--- src/rtl/sws_pkg.sv ---
// types and constants for the sliding window sender control block
// no dependencies; imported by the core and by its checker

package sws_pkg;

    localparam int RESULT_CAP  = 64;
    localparam int CNT_W       = 7;
    localparam int DUP_TRIGGER = 3;
    localparam int DUP_SAT     = 4;

    localparam logic CMD_START = 1'b0;
    localparam logic CMD_ACK   = 1'b1;

    localparam logic KIND_SEND = 1'b0;
    localparam logic KIND_DONE = 1'b1;

    localparam logic CFG_WINDOW_SIZE   = 1'b0;
    localparam logic CFG_TOTAL_PACKETS = 1'b1;

    typedef struct packed {
        logic        cmd;
        logic [31:0] ack_seq;
        logic [31:0] conn_id;
    } in_item_t;

    typedef struct packed {
        logic        kind;
        logic [31:0] pkt_seq;
        logic [31:0] conn_out;
        logic        fast_retx;
        logic        last;
    } out_item_t;

    typedef enum logic [4:0] {
        ST_IDLE   = 5'b00001,
        ST_UPDATE = 5'b00010,
        ST_CHECK  = 5'b00100,
        ST_SHOW   = 5'b01000,
        ST_DRAIN  = 5'b10000
    } state_t;

endpackage

--- src/rtl/sliding_window_sender_control_core.sv ---
// sliding window sender control core: go-back-n window with fast retransmit
// depends on sws_pkg
//
// usage:
//   s_ channel takes one item: a start command or an acknowledgement.
//   m_ channel returns the items it causes: send requests and a done item,
//   the last one of each run marked by last.
//   cfg_we/cfg_addr/cfg_wdata write the window limit (0) and total_packets (1);
//   write only while idle.
// timing:
//   an item is latched on acceptance and updates the window state in
//   ST_UPDATE; each result then passes the single window compare unit
//   in ST_CHECK and holds while the receiver keeps m_ready low. s_ready
//   is low from acceptance until the last result is taken.
//   an ack with no result returns to idle from ST_CHECK, or from ST_UPDATE once finished.
// reset:
//   aresetn low clears the window state; the window limit returns to 4 and
//   total_packets to 1. no output is pending after reset.
// stalls:
//   a shown result holds until m_ready; the sequencer waits meanwhile.

module sliding_window_sender_control_core
    import sws_pkg::*;
#(
    parameter int MAX_WINDOW = 64,
    parameter int SEQ_WIDTH  = 32
) (
    input  logic      aclk,
    input  logic      aresetn,
    input  logic      s_valid,
    output logic      s_ready,
    input  in_item_t  s_data,
    output logic      m_valid,
    input  logic      m_ready,
    output out_item_t m_data,
    input  logic      cfg_we,
    input  logic      cfg_addr,
    input  logic [31:0] cfg_wdata
);

    localparam int TW = (SEQ_WIDTH > 32) ? SEQ_WIDTH : 32;

    state_t                 state_reg, state_next;
    logic                   m_valid_reg, m_valid_next;
    out_item_t              out_reg, out_next;
    logic [6:0]             win_limit_reg;
    logic [31:0]            total_reg;
    logic [SEQ_WIDTH-1:0]   next_seq_reg, next_seq_next;
    logic [SEQ_WIDTH-1:0]   last_acked_reg, last_acked_next;
    logic [2:0]             dup_reg, dup_next;
    logic                   finished_reg, finished_next;
    logic                   cmd_reg;
    logic [SEQ_WIDTH-1:0]   ack_reg;
    logic [31:0]            conn_reg;
    logic [6:0]             win_reg, win_next;
    logic                   fast_reg, fast_next;
    logic [CNT_W-1:0]       n_reg, n_next;

    logic [SEQ_WIDTH-1:0]   final_seq;
    logic [SEQ_WIDTH-1:0]   ack_plus1;
    logic [SEQ_WIDTH-1:0]   seq_diff;
    logic [2:0]             dup_inc;
    logic                   cond;
    out_item_t              cand;

    assign s_ready = (state_reg == ST_IDLE);
    assign m_valid = m_valid_reg;
    assign m_data  = out_reg;

    assign final_seq = SEQ_WIDTH'(TW'(total_reg) - TW'(1));
    assign ack_plus1 = ack_reg + SEQ_WIDTH'(1);
    assign dup_inc   = (dup_reg < 3'(DUP_SAT)) ? dup_reg + 3'd1 : dup_reg;

    // shared window compare unit
    assign seq_diff = next_seq_reg - ack_reg;
    assign cond = (n_reg < CNT_W'(RESULT_CAP))
               && (TW'(next_seq_reg) < TW'(total_reg))
               && ((next_seq_reg <= ack_reg) || (seq_diff <= SEQ_WIDTH'(win_reg)));

    always_comb begin
        cand.kind      = KIND_SEND;
        cand.pkt_seq   = 32'(next_seq_reg);
        cand.conn_out  = conn_reg;
        cand.fast_retx = fast_reg;
        cand.last      = 1'b0;
    end

    always_comb begin
        state_next      = state_reg;
        m_valid_next    = m_valid_reg;
        out_next        = out_reg;
        next_seq_next   = next_seq_reg;
        last_acked_next = last_acked_reg;
        dup_next        = dup_reg;
        finished_next   = finished_reg;
        win_next        = win_reg;
        fast_next       = fast_reg;
        n_next          = n_reg;
        case (state_reg)
            ST_IDLE: begin
                if (s_valid) begin
                    state_next = ST_UPDATE;
                end
            end
            ST_UPDATE: begin
                n_next    = '0;
                fast_next = 1'b0;
                if (cmd_reg == CMD_START) begin
                    next_seq_next   = SEQ_WIDTH'(1);
                    last_acked_next = '0;
                    dup_next        = '0;
                    finished_next   = 1'b0;
                    out_next        = '{KIND_SEND, 32'd0, 32'd0, 1'b0, 1'b1};
                    m_valid_next    = 1'b1;
                    state_next      = ST_DRAIN;
                end else if (finished_reg) begin
                    state_next = ST_IDLE;
                end else if (ack_reg == final_seq) begin
                    finished_next = 1'b1;
                    out_next      = '{KIND_DONE, 32'(ack_reg), conn_reg, 1'b0, 1'b1};
                    m_valid_next  = 1'b1;
                    state_next    = ST_DRAIN;
                end else begin
                    win_next = (win_limit_reg > 7'(MAX_WINDOW)) ? 7'(MAX_WINDOW)
                                                                : win_limit_reg;
                    if (ack_reg == last_acked_reg) begin
                        dup_next = dup_inc;
                        win_next = 7'd1;
                        if (dup_inc == 3'(DUP_TRIGGER)) begin
                            next_seq_next = ack_plus1;
                            fast_next     = 1'b1;
                        end
                    end else begin
                        if (next_seq_reg <= ack_reg) begin
                            next_seq_next = ack_plus1;
                        end
                        dup_next = '0;
                    end
                    last_acked_next = ack_reg;
                    state_next      = ST_CHECK;
                end
            end
            ST_CHECK: begin
                if (cond) begin
                    if (n_reg != '0) begin
                        m_valid_next = 1'b1;
                        state_next   = ST_SHOW;
                    end else begin
                        out_next      = cand;
                        next_seq_next = next_seq_reg + SEQ_WIDTH'(1);
                        n_next        = n_reg + CNT_W'(1);
                    end
                end else if (n_reg != '0) begin
                    out_next.last = 1'b1;
                    m_valid_next  = 1'b1;
                    state_next    = ST_DRAIN;
                end else begin
                    state_next = ST_IDLE;
                end
            end
            ST_SHOW: begin
                if (m_ready) begin
                    m_valid_next  = 1'b0;
                    out_next      = cand;
                    next_seq_next = next_seq_reg + SEQ_WIDTH'(1);
                    n_next        = n_reg + CNT_W'(1);
                    state_next    = ST_CHECK;
                end
            end
            ST_DRAIN: begin
                if (m_ready) begin
                    m_valid_next = 1'b0;
                    state_next   = ST_IDLE;
                end
            end
            default: begin
                state_next   = ST_IDLE;
                m_valid_next = 1'b0;
            end
        endcase
    end

    always_ff @(posedge aclk) begin
        if (!aresetn) begin
            state_reg       <= ST_IDLE;
            m_valid_reg     <= 1'b0;
            win_limit_reg   <= 7'd4;
            total_reg       <= 32'd1;
            next_seq_reg    <= '0;
            last_acked_reg  <= '0;
            dup_reg         <= '0;
            finished_reg    <= 1'b0;
            n_reg           <= '0;
        end else begin
            state_reg      <= state_next;
            m_valid_reg    <= m_valid_next;
            next_seq_reg   <= next_seq_next;
            last_acked_reg <= last_acked_next;
            dup_reg        <= dup_next;
            finished_reg   <= finished_next;
            n_reg          <= n_next;
            if (cfg_we) begin
                case (cfg_addr)
                    CFG_WINDOW_SIZE:   win_limit_reg <= cfg_wdata[6:0];
                    CFG_TOTAL_PACKETS: total_reg     <= cfg_wdata;
                    default: ;
                endcase
            end
        end
    end

    // payload registers
    always_ff @(posedge aclk) begin
        out_reg  <= out_next;
        win_reg  <= win_next;
        fast_reg <= fast_next;
        if (s_valid && s_ready) begin
            cmd_reg  <= s_data.cmd;
            ack_reg  <= SEQ_WIDTH'(s_data.ack_seq);
            conn_reg <= s_data.conn_id;
        end
    end

endmodule

--- config.mk ---
export PLATFORM = sky130hd
export DESIGN_NAME = sliding_window_sender_control_core
export DESIGN_NICKNAME = d
export VERILOG_FILES = /design/src/rtl/sws_pkg.sv /design/src/rtl/sliding_window_sender_control_core.sv
export SDC_FILE = /design/constraint.sdc
export NUM_CORES = 1
export LEC_CHECK = 0
export ABC_AREA = 0
export BUFFER_PORTS_ARGS = -buffer_cell sky130_fd_sc_hd__buf_2
export CAP_MARGIN = 20
export CELL_PAD_IN_SITES_DETAIL_PLACEMENT = 1
export CELL_PAD_IN_SITES_GLOBAL_PLACEMENT = 1
export CORE_MARGIN = 2
export CORE_UTILIZATION = 46
export DETAILED_ROUTE_END_ITERATION = 16
export PLACE_DENSITY = 0.9
export SYNTH_ARGS = -nofsm -noshare
export SYNTH_HDL_FRONTEND = slang
export SYNTH_SLANG_ARGS = --single-unit
--- constraint.sdc ---
create_clock -name aclk -period 8.1 [get_ports aclk]
set_input_delay 0.81 -clock aclk [delete_from_list [all_inputs] [get_ports aclk]]
set_output_delay 0.81 -clock aclk [all_outputs]
set_load 0.1 [all_outputs]
# Yosys cells after proc, flatten, opt, wreduce, memory -nomap -nowiden
# Cells that the tools add are included.
dict set report totals {
  ff_bits 260
  output_inout_bits 69
  wordCells 133
}
dict set report classes {
  add_sub_neg 6
  magnitude_cmp 6
  eq_ne 25
  muxes 51
  n_bitwise 6
  n_reduce_logical 19
}
# cell n
set ops {}
lappend ops {{$mux 32} 12}
lappend ops {{$mux 67} 5}
lappend ops {{$pmux 67 s3} 1}
lappend ops {{$pmux 32 s3} 1}
lappend ops {{$mux 66} 1}
lappend ops {{$add 32x1->32 const B} 2}
lappend ops {{$eq 32x32->1} 2}
lappend ops {{$mux 5} 9}
lappend ops {{$le 32x32->1} 1}
lappend ops {{$le 32x7->1} 1}
lappend ops {{$lt 32x32->1} 1}
lappend ops {{$sub 32x1->32 const B} 1}
lappend ops {{$sub 32x32->32} 1}
lappend ops {{$mux 7} 4}
lappend ops {{$pmux 5 s5} 1}
lappend ops {{$pmux 7 s3} 1}
lappend ops {{$ne 3x3->1 const B} 6}
lappend ops {{$ne 2x2->1 const B} 8}
lappend ops {{$mux 3} 5}
lappend ops {{$reduce_and 4->1} 3}
lappend ops {{$reduce_and 6->1} 2}
lappend ops {{$mux 1} 10}
lappend ops {{$ne 4x4->1 const B} 2}
lappend ops {{$reduce_and 8->1} 1}
lappend ops {{other kinds (23)} 32}

# Depth between registers and ports, before layout
dict set report depth {
  word_depth 9
  depth_mapped 20
  ltp_nobuf 19
}

# Worst setup path after synthesis
# OpenSTA, ideal clock, no wires.
dict set report synth_path {
  path_type {flip-flop to flip-flop}
  start {reg ack_reg[3]}
  end {reg out_reg (netlist bit m_data[10]) (enable)}
  arrival_ns 6.695
  required_time_ns 7.588
  slack_ns 0.893
  path_stages_with_launch 17
  path_buffers 1
  period_less_slack_ns 7.207
  cell_sequence {edfxtp_1 -> clkbuf_1 -> inv_1 -> ha_1 -> a21o_1 -> a21oi_1 -> nand2_1 -> xor2_1 -> ha_1 -> a21boi_0 -> o41ai_1 -> o2111ai_1 -> a2111oi_0 -> nand4_1 -> nor3_2 -> nand4_2 -> a21oi_1}
}
dict set report synth_between {
  elab_chain_cells 6
  word_cells_on_any_way 9
}
# item line
set synth_lines {}
lappend synth_lines {{from (decl)} sliding_window_sender_control_core.sv:53} ;# logic [SEQ_WIDTH-1:0] ack_reg;
lappend synth_lines {{from (signal assigned)} sliding_window_sender_control_core.sv:219} ;# ack_reg <= SEQ_WIDTH'(s_data.ack_seq);
lappend synth_lines {{$sub 32x32->32} sliding_window_sender_control_core.sv:75} ;# assign seq_diff = next_seq_reg - ack_reg;
lappend synth_lines {{$le 32x7->1} sliding_window_sender_control_core.sv:78} ;# && ((next_seq_reg <= ack_reg) || (seq_diff <= SEQ_WIDTH'(win_reg)));
lappend synth_lines {{$logic_or 1x1->1} sliding_window_sender_control_core.sv:78}
lappend synth_lines {{$logic_and 1x1->1} sliding_window_sender_control_core.sv:78}
lappend synth_lines {{$ne 2x2->1 (no line)} -}
lappend synth_lines {{$reduce_and 6->1 (no line) (*)} -}
lappend synth_lines {{to (signal assigned)} sliding_window_sender_control_core.sv:214} ;# out_reg <= out_next;
lappend synth_lines {{to (decl)} sliding_window_sender_control_core.sv:45} ;# out_item_t out_reg, out_next;
# Mark *: on every way between the ends. The rest lies on a longest branch, timed or not.
# A chain may end at the register's enable or synchronous reset.

# Worst setup path in the final report
dict set report layout_path {
  start {reg ack_reg[3]}
  end {reg next_seq_reg[19]}
}
dict set report layout_between {
  elab_chain_cells 7
  word_cells_on_any_way 20
}
# item line
set layout_lines {}
lappend layout_lines {{parallel branches: the longest is 7 deep, another holds $sub 32x32->32} -}
lappend layout_lines {{to (signal assigned)} sliding_window_sender_control_core.sv:197} ;# next_seq_reg <= next_seq_next;
lappend layout_lines {{to (decl)} sliding_window_sender_control_core.sv:48} ;# logic [SEQ_WIDTH-1:0] next_seq_reg, next_seq_next;
# Parallel ways; which one is timed is not known. The select of a mux whose other input is x is not followed.

==> out/metrics.csv <==
metric,value,unit
status,"complete, no violations",
worst skew pair latency,0.59,ns
# setup viols final,0,
Min-Delay Path Class,primary input to register,
Synth top cells by count,"nand2_1 (199), edfxtp_1 (140), nor2_1 (124)",
Routed WL per cell,23.16,µm
initial detailed-routing violation count,1444,
Largest register FFs,67,
share of the clock period used by the worst path,75.13,%
Row Count,67,
Pwr Total,3.412,mW
hold_buf cts,0,
"count leader, synth",nand2_1,
share of cells above drive strength 1,14.36,%
clock-pin slew on the worst setup and hold paths,0.07,ns
die width,189.0,µm
Post-synth ARST share,0,%
Relative slew margins,29.72,%
DR vias/cell,6.267,
via count,14590,
number of antenna diodes,0,
clock buffer depth,3,
largest net degree at the start of global routing,81,
Starting Density,46.86,%
total die area,35740,µm²
Die Y,189.0,µm
critical path's top delay family,compound AO/OA/AOI/OAI gates,
RSZ-0062 raised after global routing,no,
critical path arrival,6.55,ns
critical path required time,8.56,ns
WL final,53.92,mm
Cell variety after synth,86,
crit path max fanout,35,
Slew @ Worst Pin,1.050,ns
Syn Area/Cell,9.027,µm²
kind of critical path,register to register,
final core utilization,53.14,%
sequential area share after synthesis,41.94,%
YS warnings,0,
HPWL Detailed,39.94,mm
CTS H-tree depth,1,
filler instances,3972,
syn nets,1925,
register bit total from synthesis,260,
first-pass GRT wire length,83.37,mm
setup bufs post-CTS,0,
max incr delay on CP,0.95,ns
First-pass DRT Iterations,5,
Worst path slowest cell,a21oi_4,
gr usage total,29.54,%
Synth top area share,26.69,%
Root Driver,clkbuf_16,
clk_skew,0.02928,ns
max-cap viol count,0,
Post-synth EDFFs,140,
"Slew Viols, Final",0,
Mapped Area,15750,µm²
drt drc,0,
CTS tree,yes,
cell chain of the critical path,inv_1 -> ha_1 -> a21o_1 -> a21oi_1 -> nand2_1 -> xor2_1 -> ha_1 -> a21boi_0 -> o41ai_1 -> o2111ai_1 -> a2111oi_0 -> nand4_1 -> nor3_2 -> nand4_2 -> a21oi_4 -> o21ai_0 -> a32o_1,
CTS buffer count,28,
Antenna Nets Post-Route,0,
CP bufs+invs,1,
leakage power,6.890,nW
Cells after Synth,1745,
Final #Nets,2038,
CP Launch Type,register,
final hold viol count,0,
min Tclk post-route,6.085,ns
CP Capture Type,register,
Synth area leader,edfxtp_1,
initial antenna violation count,1,
final setup TNS,0,ns
clk sinks,260,
power per cell area,191.0,nW/µm²
Fmax achieved,0.1643,GHz
port bufs,171,
Core Area,33620,µm²
Area Overhead vs Synth,13.42,%
grt ovf,0,
IO Pins,172,
vias in the first global route,14750,
Most used DFF post-synth,edfxtp_1,
Peak VDD IR,164.2,µV
GPL Wtd Cong,0.9585,
cts repair resizes,0,
"top cells by area, synth","edfxtp_1 (27%), dfxtp_1 (15%), ha_1 (6.0%)",
CP most frequent cell,ha_1,
cells in the final DEF, fill, tap and decap left out, types with 8 or more instances in the layout:
master     count
a211oi_1      14
a21boi_0      17
a21o_1        15
a21oi_1      106
a22oi_1       39
a31oi_1       12
and2_1        12
and3_1        26
buf_2        171
buf_4         12
clkbuf_16     30
clkbuf_8       8
dfxtp_1      120
edfxtp_1     140
ha_1          76
inv_1        102
mux2i_1       19
nand2_1      198
nand2b_1      11
nand3_1       51
nand4_1       36
nor2_1       122
nor2b_1       41
nor3_1        43
nor3b_1        9
nor4_1        29
nor4b_1        9
o211ai_1      10
o21a_1        19
o21ai_0       57
o21bai_1       9
o22ai_1        8
o31ai_1       36
o32ai_1       22
or3_1         15
xnor2_1       67
xor2_1        51
path summary, 6_finish.rpt:
check / startpoint / end / slack (ns) / depth (start not counted)
min: s_data[46] / ack_reg[14]$_DFFE_PP_ / 0.39 / 1
max: ack_reg[3]$_DFFE_PP_ / next_seq_reg[19]$_SDFFE_PN0P_ / 2.01 / 17
max reg2reg: ack_reg[3]$_DFFE_PP_ / next_seq_reg[19]$_SDFFE_PN0P_ / 2.01 / 17
min reg2reg: total_reg[1]$_SDFFE_PN0P_ / total_reg[1]$_SDFFE_PN0P_ / 0.50 / 2
cell families after synthesis:
logic type,Yosys count,share of synthesized area [%]
compound gates,428,18.85
xor+xnor,118,6.561
fa+ha+maj,77,6.164
buf+inv,207,5.123
flops,260,41.94
mux,22,1.446
simple gates,633,19.91
cell type report:
class | count | area, µm² | share of cell area (%)
Multi-Input combinational cell | 1278 | 8367 | 46.83
Sequential cell | 260 | 6606 | 36.98
Timing Repair Buffer | 186 | 989.7 | 5.540
Clock buffer | 46 | 894.6 | 5.008
Tap cell | 448 | 560.5 | 3.138
Inverter | 104 | 390.4 | 2.185
Clock inverter | 6 | 56.30 | 0.3152
per-layer routing:
metal	global-route usage [%]	part of all wire [%]	vias to the layer above	wire, µm
li1	-	-	6580	-
met1	39.18	42	7223	22770
met2	49.68	47	647	25610
met3	3.577	6.6	140	3532
met4	10.64	3.7	0	2005
met5	0	0	-	0
power by group:
group	total, mW	switching [mW]	internal, mW
clock	1.31	0.559	0.755
sequential	1.52	0.0702	1.45
combinational	0.575	0.392	0.183
total	3.41	1.02	2.39
stage by stage:
stage	instance area [µm²]	hold WS (ns)	cells	setup slack, ns
after detailed placement	16880	0.5027	2274	2.245
after CTS	17830	0.3811	2326	2.127
after global placement	16870	0.4733	2273	2.448
final	17860	0.3934	2328	2.015
after floorplan	15750	0.4569	1745	0.8933
after global routing	17860	0.3783	2328	1.704
worst reg2reg max path, cell delays in order (launching register included):
cell and delay, ns:
edfxtp_1 0.54, inv_1 0.16, ha_1 0.40, a21o_1 0.22, a21oi_1 0.46, nand2_1 0.13
xor2_1 0.17, ha_1 0.30, a21boi_0 0.14, o41ai_1 0.36, o2111ai_1 0.16, a2111oi_0 0.52
nand4_1 0.26, nor3_2 0.27, nand4_2 0.35, a21oi_4 0.95, o21ai_0 0.25, a32o_1 0.32
Power figures use the tool's default switching activity.
